<file path="src/design/tcpwm_pkg.sv">
package tcpwm_pkg;

    // channel and counter geometry
    localparam int NUM_CH   = 3;
    localparam int CH_W     = 2;
    localparam int COUNT_W  = 24;
    localparam int MATCH_W  = COUNT_W + 1;
    localparam int PCT_W    = 8;
    localparam int PCT_LO_W = 7;

    // command codes
    localparam logic CMD_TICK = 1'b0;
    localparam logic CMD_DUTY = 1'b1;

    // reset values
    localparam logic [COUNT_W-1:0] DEFAULT_PERIOD = COUNT_W'(12000);
    localparam logic [MATCH_W-1:0] RESET_MATCH    = MATCH_W'(6000);
    localparam logic [PCT_W-1:0]   PCT_FULL       = PCT_W'(100);

    // period / 100 by reciprocal: q = (p * 21474837) >> 31, exact for 24-bit p
    localparam int RECIP_P_W     = 25;
    localparam int RECIP_P_SHIFT = 31;
    localparam logic [RECIP_P_W-1:0] RECIP_P = RECIP_P_W'(21474837);
    localparam int PQ_W          = 18;
    localparam int PR_W          = 7;
    localparam logic [PQ_W-1:0] PQ_RESET = PQ_W'(12000 / 100);
    localparam logic [PR_W-1:0] PR_RESET = PR_W'(12000 % 100);

    // small value / 100 by reciprocal: q = (x * 5243) >> 19, exact for x < 10000
    localparam int RECIP_S_W     = 13;
    localparam int RECIP_S_SHIFT = 19;
    localparam logic [RECIP_S_W-1:0] RECIP_S = RECIP_S_W'(5243);
    localparam int LO_W          = 2 * PCT_LO_W;
    localparam int LO_PROD_W     = LO_W + RECIP_S_W;
    localparam int LO_Q_W        = LO_PROD_W - RECIP_S_SHIFT;

    typedef logic [MATCH_W-1:0] t_match;
    typedef logic [COUNT_W-1:0] t_count;

endpackage

</file>
<file path="src/design/three_channel_percent_pwm_top.sv">
// throughput: one item per cycle, ticks and duty writes alike, set by the single
//   pass from the input register to the result register, while results are taken
// a period write holds off input items while period/100 and period%100 are rebuilt
// reset (synchronous, active low): count 0, all matches 6000, channel levels high, period 12000
module three_channel_percent_pwm_top (
    input  logic                          i_clk,
    input  logic                          i_rst_n,
    input  logic                          i_in_valid,
    output logic                          o_in_ready,
    input  logic                          i_cmd,
    input  logic [tcpwm_pkg::CH_W-1:0]    i_channel,
    input  logic [tcpwm_pkg::PCT_W-1:0]   i_duty_percent,
    output logic                          o_out_valid,
    input  logic                          i_out_ready,
    output logic [tcpwm_pkg::NUM_CH-1:0]  o_pwm_out,
    output logic                          o_period_end,
    output logic                          o_write_ignored,
    input  logic                          i_cfg_valid,
    output logic                          o_cfg_ready,
    input  logic [tcpwm_pkg::COUNT_W-1:0] i_cfg_period_ticks
);
    import tcpwm_pkg::*;

    // input register
    logic              r_in_valid;
    logic              r_in_cmd;
    logic [CH_W-1:0]   r_in_channel;
    logic [PCT_W-1:0]  r_in_duty;

    // result register
    logic              r_out_valid;
    logic [NUM_CH-1:0] r_pwm_out;
    logic              r_period_end;
    logic              r_write_ignored;

    // period and its split into quotient and remainder by 100
    t_count            r_period;
    logic [PQ_W-1:0]   r_pq;
    logic [PR_W-1:0]   r_pr;
    logic [1:0]        r_cfg_busy;

    // timer state
    t_count            r_count;
    t_match            r_reload [NUM_CH];
    t_match            r_active [NUM_CH];
    logic [NUM_CH-1:0] r_level;

    // pending duty conversion, finished in the cycle after the duty item
    logic              r_pend_valid;
    logic [CH_W-1:0]   r_pend_ch;
    t_count            r_pend_hi;
    logic [LO_W-1:0]   r_pend_lo;
    logic              r_pend_zero;

    // next values
    t_count            n_count;
    t_match            n_reload [NUM_CH];
    t_match            n_active [NUM_CH];
    logic [NUM_CH-1:0] n_level;
    logic              n_pend_valid;

    logic                          proc;
    logic                          is_duty;
    logic                          ch_ok;
    logic                          pct_full;
    logic                          pct_zero;
    logic                          divided;
    t_match                        direct_match;
    logic [MATCH_W-1:0]            prod_hi;
    t_count                        hi_part;
    logic [LO_W-1:0]               lo_part;
    logic [LO_PROD_W-1:0]          lo_prod;
    t_match                        pend_match;
    t_count                        next_count;
    logic                          wrap;
    logic [COUNT_W+RECIP_P_W-1:0]  pq_prod;
    logic [MATCH_W-1:0]            pr_prod;
    t_count                        pr_diff;

    // handshake
    assign proc        = r_in_valid && (!r_out_valid || i_out_ready);
    assign o_in_ready  = (!r_in_valid || proc) && (r_cfg_busy == 2'b00);
    assign o_cfg_ready = 1'b1;

    assign o_out_valid     = r_out_valid;
    assign o_pwm_out       = r_pwm_out;
    assign o_period_end    = r_period_end;
    assign o_write_ignored = r_write_ignored;

    // item decode
    assign is_duty  = (r_in_cmd == CMD_DUTY);
    assign ch_ok    = (r_in_channel < CH_W'(NUM_CH));
    assign pct_full = (r_in_duty >= PCT_FULL);
    assign pct_zero = (r_in_duty == '0);
    assign divided  = !pct_full && !pct_zero;

    // full duty reload of 1, or never-matching reload (period + 1) for zero duty
    assign direct_match = pct_full ? MATCH_W'(1) : ({1'b0, r_period} + MATCH_W'(1));

    // first half of the conversion: period - (period/100)*pct and (period%100)*pct
    assign prod_hi = MATCH_W'(r_pq) * MATCH_W'(r_in_duty[PCT_LO_W-1:0]);
    assign hi_part = r_period - prod_hi[COUNT_W-1:0];
    assign lo_part = LO_W'(r_pr) * LO_W'(r_in_duty[PCT_LO_W-1:0]);

    // second half: subtract ((period%100)*pct)/100
    assign lo_prod    = LO_PROD_W'(r_pend_lo) * LO_PROD_W'(RECIP_S);
    assign pend_match = {1'b0, r_pend_hi} - MATCH_W'(lo_prod[RECIP_S_SHIFT +: LO_Q_W]);

    // counter advance
    assign next_count = r_count + COUNT_W'(1);
    assign wrap       = (next_count >= r_period) || (next_count == '0);

    // period split, two registered steps
    assign pq_prod = (COUNT_W+RECIP_P_W)'(r_period) * (COUNT_W+RECIP_P_W)'(RECIP_P);
    assign pr_prod = MATCH_W'(r_pq) * MATCH_W'(100);
    assign pr_diff = r_period - pr_prod[COUNT_W-1:0];

    // next timer state
    always_comb begin
        n_count      = r_count;
        n_level      = r_level;
        n_pend_valid = proc && is_duty && ch_ok && divided;
        for (int i = 0; i < NUM_CH; i++) begin
            n_active[i] = r_active[i];
            n_reload[i] = r_reload[i];
            if (r_pend_valid && (r_pend_ch == CH_W'(i))) begin
                n_reload[i] = pend_match;
            end
            if (proc && is_duty && ch_ok && !divided && (r_in_channel == CH_W'(i))) begin
                n_reload[i] = direct_match;
            end
        end
        if (proc && !is_duty) begin
            if (wrap) begin
                n_count = '0;
                for (int i = 0; i < NUM_CH; i++) begin
                    if (r_pend_valid && (r_pend_ch == CH_W'(i))) begin
                        // conversion still in flight: its match is zero only for a zero period
                        n_active[i] = pend_match;
                        n_level[i]  = r_pend_zero;
                    end else begin
                        n_active[i] = r_reload[i];
                        n_level[i]  = (r_reload[i] == '0);
                    end
                end
            end else begin
                n_count = next_count;
                for (int i = 0; i < NUM_CH; i++) begin
                    if (r_active[i] == {1'b0, next_count}) begin
                        n_level[i] = 1'b1;
                    end
                end
            end
        end
    end

    // input register
    always_ff @(posedge i_clk) begin
        if (!i_rst_n) begin
            r_in_valid <= 1'b0;
        end else if (o_in_ready) begin
            r_in_valid <= i_in_valid;
        end else if (proc) begin
            r_in_valid <= 1'b0;
        end
        if (o_in_ready && i_in_valid) begin
            r_in_cmd     <= i_cmd;
            r_in_channel <= i_channel;
            r_in_duty    <= i_duty_percent;
        end
    end

    // result register
    always_ff @(posedge i_clk) begin
        if (!i_rst_n) begin
            r_out_valid <= 1'b0;
        end else if (proc) begin
            r_out_valid <= 1'b1;
        end else if (i_out_ready) begin
            r_out_valid <= 1'b0;
        end
        if (proc) begin
            r_pwm_out       <= n_level;
            r_period_end    <= !is_duty && wrap;
            r_write_ignored <= is_duty && !ch_ok;
        end
    end

    // period register and its split by 100
    always_ff @(posedge i_clk) begin
        if (!i_rst_n) begin
            r_period   <= DEFAULT_PERIOD;
            r_pq       <= PQ_RESET;
            r_pr       <= PR_RESET;
            r_cfg_busy <= 2'b00;
        end else begin
            if (i_cfg_valid && o_cfg_ready) begin
                r_period   <= i_cfg_period_ticks;
                r_cfg_busy <= 2'b01;
            end else begin
                r_cfg_busy <= {r_cfg_busy[0], 1'b0};
            end
            if (r_cfg_busy[0]) begin
                r_pq <= pq_prod[RECIP_P_SHIFT +: PQ_W];
            end
            if (r_cfg_busy[1]) begin
                r_pr <= pr_diff[PR_W-1:0];
            end
        end
    end

    // timer state
    always_ff @(posedge i_clk) begin
        if (!i_rst_n) begin
            r_count      <= '0;
            r_level      <= '1;
            r_pend_valid <= 1'b0;
            for (int i = 0; i < NUM_CH; i++) begin
                r_reload[i] <= RESET_MATCH;
                r_active[i] <= RESET_MATCH;
            end
        end else begin
            r_count      <= n_count;
            r_level      <= n_level;
            r_pend_valid <= n_pend_valid;
            for (int i = 0; i < NUM_CH; i++) begin
                r_reload[i] <= n_reload[i];
                r_active[i] <= n_active[i];
            end
        end
    end

    // pending conversion payload
    always_ff @(posedge i_clk) begin
        if (n_pend_valid) begin
            r_pend_ch   <= r_in_channel;
            r_pend_hi   <= hi_part;
            r_pend_lo   <= lo_part;
            r_pend_zero <= (r_period == '0);
        end
    end

endmodule

</file>
<file path="config.mk">
export PLATFORM = sky130hd
export DESIGN_NAME = three_channel_percent_pwm_top
export DESIGN_NICKNAME = d
export VERILOG_FILES = /design/src/design/tcpwm_pkg.sv /design/src/design/three_channel_percent_pwm_top.sv
export SDC_FILE = /design/constraint.sdc
export NUM_CORES = 2
export LEC_CHECK = 0
export BUFFER_PORTS_ARGS = -buffer_cell sky130_fd_sc_hd__buf_2
export CAP_MARGIN = 10
export CORE_ASPECT_RATIO = 1.1
export CORE_MARGIN = 3
export CORE_UTILIZATION = 30
export CTS_BUF_LIST = sky130_fd_sc_hd__clkbuf_8 sky130_fd_sc_hd__clkbuf_16
export DETAILED_ROUTE_END_ITERATION = 16
export GPL_TIMING_DRIVEN = 0
export PLACE_DENSITY = 0.47
export RECOVER_POWER = 100
export REMOVE_ABC_BUFFERS = 1
export SLEW_MARGIN = 20
export SYNTH_ARGS = -nofsm -noshare
export SYNTH_HDL_FRONTEND = slang
export SYNTH_SLANG_ARGS = --single-unit
export TNS_END_PERCENT = 5
</file>
<file path="constraint.sdc">
create_clock -name i_clk -period 7.75 [get_ports i_clk]
set_input_delay 1.55 -clock i_clk [delete_from_list [all_inputs] [get_ports i_clk]]
set_output_delay 1.55 -clock i_clk [all_outputs]
set_load 0.02 [all_outputs]
</file>
# Word level (Yosys, flattened, before mapping)

Memories as Yosys holds them, arrays and structs flattened.
Index checks and enable logic that the tools add are counted.

Latch bits: 0
RAM bits: 150
Register bits: 138
Word-level logic and storage cells: 119
Input port bits: 40
Memories: 2
Memory bits (read-only): 0
Output and inout port bits: 8

Memories:

| memory   | words | width | read ports | clocked after memory_dff | write ports | RTL line                            | source |
|---|---|---|---|---|---|---|---|
| r_active | 3     | 25    | 3          | 0                        | 3           | three_channel_percent_pwm_top.sv:45 | `t_match r_active [NUM_CH];` |
| r_reload | 3     | 25    | 3          | 0                        | 3           | three_channel_percent_pwm_top.sv:44 | `t_match r_reload [NUM_CH];` |

Equal/unequal tests: 7
Div/mod/pow operators: 0
Add/sub/neg operators: 5
Bitwise logic cells: 7
$mul: 5
Reduce and logical (&&, ||, !) cells: 39
Magnitude comparators: 3
Shift-type cells: 0
Muxes and demuxes: 31

Operators with widths:

| cell                     | number |
|---|---|
| $mux W25                 | 13 |
| $mux W75                 | 2 |
| $eq A25 B24 Y1           | 3 |
| $logic_not A25 Y1        | 3 |
| $mul A24 B25 Y49 const B | 1 |
| $logic_not A24 Y1        | 2 |
| $mul A14 B13 Y27 const B | 1 |
| $add A24 B1 Y25 const B  | 1 |
| $sub A24 B8 Y25          | 1 |
| $add A24 B1 Y24 const B  | 1 |
| $ge A24 B24 Y1           | 1 |
| $mul A18 B7 Y24          | 1 |
| $mux W24                 | 1 |
| $sub A24 B24 Y24         | 1 |
| $mul A18 B5 Y5 const B   | 1 |
| $logic_and A1 B1 Y1      | 17 |
| $mul A7 B7 Y14           | 1 |
| $mux W1                  | 13 |
| $ge A8 B7 Y1 const B     | 1 |
| $logic_not A8 Y1         | 1 |
| $logic_not A1 Y1         | 7 |
| $sub A7 B7 Y7            | 1 |
| $logic_not A2 Y1         | 3 |
| $mux W3                  | 2 |
| other kinds (8)          | 18 |

# Longest topological paths before layout

Depth after elaboration: 9
Gate-level depth with buffers: 29
Gate-level depth less buffers: 29

# Worst setup path before layout

No wires, ideal clock.

Kind: register -> register
Start: reg r_pend_lo[9]
End: mem r_active[0][21] in the netlist's numbering
Data required time: 7690 ps
Path buffers: 1
Clock period less this slack: 7135 ps
Setup slack: 615 ps
Cell stages (with the launch flop): 29
Arrival time: 7075 ps
Cells stage by stage: edfxtp_1 -> fa_1 -> ha_1 -> inv_1 -> fa_1 -> inv_1 -> fa_1 -> inv_1 -> fa_1 -> inv_1 -> ha_1 -> o21a_1 -> o21ai_0 -> a21oi_1 -> nor2_1 -> o311ai_0 -> nand2_1 -> o2111ai_1 -> a21oi_1 -> xnor2_1 -> ha_1 -> or4_1 -> or3_1 -> clkbuf_1 -> a21o_1 -> nor4b_1 -> xnor2_1 -> a2111oi_0 -> a31o_1

RTL lines:

| element                  | RTL line                             | source |
|---|---|---|
| start: declaration       | three_channel_percent_pwm_top.sv:52  | `logic [LO_W-1:0] r_pend_lo;` |
| start signal: assignment | three_channel_percent_pwm_top.sv:238 | `r_pend_lo <= lo_part;` |
| end: declaration         | three_channel_percent_pwm_top.sv:45  |  |

# Worst setup path in the final report

Start: reg r_period[10]
End: reg r_pq[17]

Longest elaborated chain between the ends: 1

RTL lines:

| element                  | RTL line                             | source |
|---|---|---|
| start: declaration       | three_channel_percent_pwm_top.sv:37  | `t_count r_period;` |
| start signal: assignment | three_channel_percent_pwm_top.sv:198 | `r_period <= i_cfg_period_ticks;` |
| $mul A24 B25 Y49         | three_channel_percent_pwm_top.sv:114 | `assign pq_prod = (COUNT_W+RECIP_P_W)'(r_period) * (COUNT_W+RECIP_P_W)'(RECIP_P);` |
| end signal: assignment   | three_channel_percent_pwm_top.sv:204 | `r_pq <= pq_prod[RECIP_P_SHIFT +: PQ_W];` |
| end: declaration         | three_channel_percent_pwm_top.sv:38  | `logic [PQ_W-1:0] r_pq;` |

No other way between the ends.
A chain may end at the register's enable or synchronous reset.

==> metrics.txt <==
outcome=finished with violations; violations in the final reports=max-capacitance violations, max-slew violations; site row count=128; ranking of synthesized cells by instance count=sky130_fd_sc_hd__inv_1, sky130_fd_sc_hd__ha_1, sky130_fd_sc_hd__fa_1; Hold Violations, Final=0; critical path class=flop to flop; fin. max-slew vios=92; classification of the worst-slack hold path=flop to flop; clock tree from TritonCTS=built; area of the die=0.116 sq mm; cell types with the largest area share after synthesis=sky130_fd_sc_hd__fa_1, sky130_fd_sc_hd__ha_1, sky130_fd_sc_hd__dfxtp_1, sky130_fd_sc_hd__inv_1, sky130_fd_sc_hd__edfxtp_1; worst reg2reg path depth=20; number of sinks on the clock net=288; share of synthesized registers carrying an async set or reset=0%; launch instance of the worst register-to-register path=r_period[10]; placed wire-length estimate=85.0 mm; area growth from synthesis to layout=10.5%; detailed-route vias per instance=4.96; area of the placeable core=0.111 sq mm; clock input transition at the sequential cells of the worst setup and hold paths=0.06 ns; via count of the first global-routing pass=26100; mapped cell area=0.0336 sq mm; antenna violations before repair=1; total wire length after detailed routing=107 mm; fill cell total of the finished layout=11600; Crit path required time=8.25 ns; main combinational cell family by area after synthesis=adder cells; die extent in x=325 um; biggest area consumer among synthesized cells=sky130_fd_sc_hd__fa_1; cts hold-fix bufs=0; total CTS buffers=39; Worst setup endpoint=r_pq[17]; post-synthesis mux area share=1.26%; final-layout setup total negative slack=0 ns; CTS Root Cell=sky130_fd_sc_hd__clkbuf_16; count of final setup violators=0; 1st-pass router iterations=5; DRC violation count after routing=0; layout cell share with drive strength beyond 1=6.17%; max-cap check violation count=3; total congestion overflow after global routing=0; total power consumption of the routed design=0.0136 W; Mean Syn Cell Area=9.19 sq um; Skew-Pair Late Insertion Delay=0.60 ns; clock period minus worst slack=7.53 ns; Die Ht=357 um; Placer Congestion=0.858; first-pass GRT wire length=165 mm; Top FF cell, synth=sky130_fd_sc_hd__dfxtp_1; post-detailed-route wirelength per cell=20.8 um; Gate Count Post-Synth=3651; Net count, final=4516; element type at the critical path end=flop; most repeated cell in the gate-level netlist after synthesis=sky130_fd_sc_hd__inv_1; number of cells traversed by the worst hold path=2; total of flip-flops plus latches after synthesis=288; signal arrival time at the worst endpoint=8.03 ns; Worst Tran Pin Value=3.49 ns; pre-CTS setup slack=-0.895 ns; Post-Synth Adder-Cell Area=40.7%; GRT Util Overall=18.5%; highest clock rate=133 MHz; worst IR drop on VDD=469 uV; count of flip-flops with a built-in enable after synthesis=57; cell area power density=366 mW/mm^2; port bufs=46; share of synthesized area occupied by flip-flops and latches=18.9%; crit share post-route=97.2%; Hold Worst Slack=0.489 ns; clock buffer depth=3; via count of the routed design=25500; Worst R2R End=r_pq[17]; post-place instance area=0.0355 sq mm; number of top-level pins=48; Worst R2R Setup Slack=0.22 ns; detailed router's first-iteration violation count=1380; CP startpoint kind=flop; Static Leak=16.6 nW; worst-path fanout max=9; CP startpoint=r_period[10]; fraction of the mapped netlist area in compound gates=12.1%; setup slack of the critical path after layout=0.219 ns; largest clock skew in the final design=0.0360 ns; worst rel slew slack=-133%; Synth Area in XOR/XNOR=4.93%; share of Yosys cell area claimed by the top area cell type=23.4%; summed area of non-filler cells in the final layout=0.0371 sq mm; Final ANT Viol Nets=0; YS warnings=0; maximum number of pins on one net before global-route repair=95; Initial Util=30.3%; simple-gate share of the synthesized area=13.4%; Synth cell types=85; CTS H-Tree Depth=2; unrepaired setup endpoints after global routing=yes
sequential cells by signal, summed over array words and instances (netlist names):
name and flops:
r_level 3, o_write_ignored 1, r_pend_lo 14, r_count 24
is_duty 1, r_period 24, o_period_end 1, r_in_channel 2
r_reload 75, r_pend_zero 1, r_active 75, r_pr 7
r_cfg_busy 2, r_in_duty 8, r_in_valid 1, o_pwm_out 3
r_pend_hi 24, o_out_valid 1, r_pend_ch 2, r_pq 18
r_pend_valid 1
per-stage QoR:
stage / utilization (%) / cells
final: 33.5 / 5141
after global routing: 33.5 / 5141
after CTS: 33.4 / 5136
after detailed placement: 32.0 / 5052
after global placement: 31.5 / 5026
after floorplan: - / 3485
power breakdown:
group          leakage [nW]  total [W]  internal (W)  switching, W
clock                 0.652    0.00185       0.00106      0.000791
combinational          13.6    0.00971       0.00406       0.00565
sequential             2.40    0.00201       0.00183      0.000180
worst max-delay path: stages (launching register included):
cell                       delay (ns)
sky130_fd_sc_hd__dfxtp_1         0.77
sky130_fd_sc_hd__inv_1           0.45
sky130_fd_sc_hd__ha_1            0.50
sky130_fd_sc_hd__fa_1            0.50
sky130_fd_sc_hd__fa_1            0.55
sky130_fd_sc_hd__inv_1           0.07
sky130_fd_sc_hd__fa_1            0.46
sky130_fd_sc_hd__fa_1            0.53
sky130_fd_sc_hd__inv_1           0.05
sky130_fd_sc_hd__fa_1            0.45
sky130_fd_sc_hd__fa_1            0.43
sky130_fd_sc_hd__ha_1            0.26
sky130_fd_sc_hd__a21o_1          0.18
sky130_fd_sc_hd__a21oi_1         0.20
sky130_fd_sc_hd__a311oi_1        0.15
sky130_fd_sc_hd__nor3_1          0.50
sky130_fd_sc_hd__o31ai_1         0.18
sky130_fd_sc_hd__a21oi_1         0.28
sky130_fd_sc_hd__o221ai_1        0.25
sky130_fd_sc_hd__or4_1           0.51
sky130_fd_sc_hd__a31oi_1         0.16
area by class of cell:
class	instances	area (sq um)	share of cell area, %
multi-input cells	2612	24700	66.5
flip-flops and latches	288	6340	17.1
inverters	585	2200	5.94
well taps	1495	1870	5.04
clock buffers	46	1090	2.95
repair buffers	92	696	1.87
clock inverters	22	201	0.543
diodes	1	2.50	0.00674
timing repair:
item / in CTS / in global routing
pin swaps: 5 / 5
resized for setup: 25 / 40
setup endpoints to repair: 86 / 95
setup buffers: 16 / 4
cells in the final DEF (no fill, tap or decap), types with 11 or more instances in the layout:
cell                        netlist  routed
sky130_fd_sc_hd__buf_4            6      21
sky130_fd_sc_hd__o31ai_1         22      22
sky130_fd_sc_hd__ha_1           466     465
sky130_fd_sc_hd__buf_2           20      37
sky130_fd_sc_hd__edfxtp_1        57      57
sky130_fd_sc_hd__o2111ai_1       20      17
sky130_fd_sc_hd__nor2_1         178     177
sky130_fd_sc_hd__nand2b_1        38      36
sky130_fd_sc_hd__a31oi_1         19      17
sky130_fd_sc_hd__nand4_1         28      28
sky130_fd_sc_hd__mux2i_1         41      38
sky130_fd_sc_hd__xor2_1          69      66
sky130_fd_sc_hd__dfxtp_1        231     225
sky130_fd_sc_hd__nor4_1          41      39
sky130_fd_sc_hd__nor2b_1         21      19
sky130_fd_sc_hd__o21bai_1        13      12
sky130_fd_sc_hd__nand2_1        261     260
sky130_fd_sc_hd__a21oi_1        152     148
sky130_fd_sc_hd__and2_1          86      76
sky130_fd_sc_hd__o211ai_1        67      67
sky130_fd_sc_hd__a21o_1          36      35
sky130_fd_sc_hd__inv_1          585     590
sky130_fd_sc_hd__a311oi_1        11      11
sky130_fd_sc_hd__nor3_1          64      63
sky130_fd_sc_hd__o21ai_0        152     151
sky130_fd_sc_hd__and3_1          21      21
sky130_fd_sc_hd__xnor2_1        120     116
sky130_fd_sc_hd__clkbuf_1       117      16
sky130_fd_sc_hd__or3_1           13      12
sky130_fd_sc_hd__nand3_1         85      85
sky130_fd_sc_hd__fa_1           392     392
sky130_fd_sc_hd__a211oi_1        22      22
sky130_fd_sc_hd__clkbuf_16        0      41
sky130_fd_sc_hd__o21a_1          16      16
how the worst min path moves through the flow:
stage                            to  slack [ns]            start
CTS                  r_active[0][2]        0.49   r_active[0][2]
global route        r_active[0][47]        0.51  r_active[0][47]
finish              r_active[0][27]        0.49  r_active[0][27]
detailed placement  r_active[0][17]        0.48  r_active[0][17]
floorplan           r_active[0][17]        0.45  r_active[0][17]
global placement    r_active[0][17]        0.47  r_active[0][17]
kinds of logic after synthesis:
| logic type | after synthesis |
|---|---|
| adders and majority gates | 858 |
| buffers and inverters | 751 |
| DFF | 288 |
| and+or+nand+nor | 899 |
| other | 1 |
| muxes | 42 |
| AOI/OAI and AO/OA | 623 |
| xor gates and xnor gates | 189 |
routing by layer:
| layer | GRT usage [%] | share of wire (%) | up-vias |
|---|---|---|---|
| li1 | - | - | 12200 |
| met1 | 24.5 | 45 | 12700 |
| met2 | 32.1 | 48 | 455 |
| met3 | 1.73 | 3.4 | 148 |
| met4 | 5.54 | 3.2 | 0 |
| met5 | 0 | 0 | - |
No activity file was read; power rests on OpenSTA's default activity.
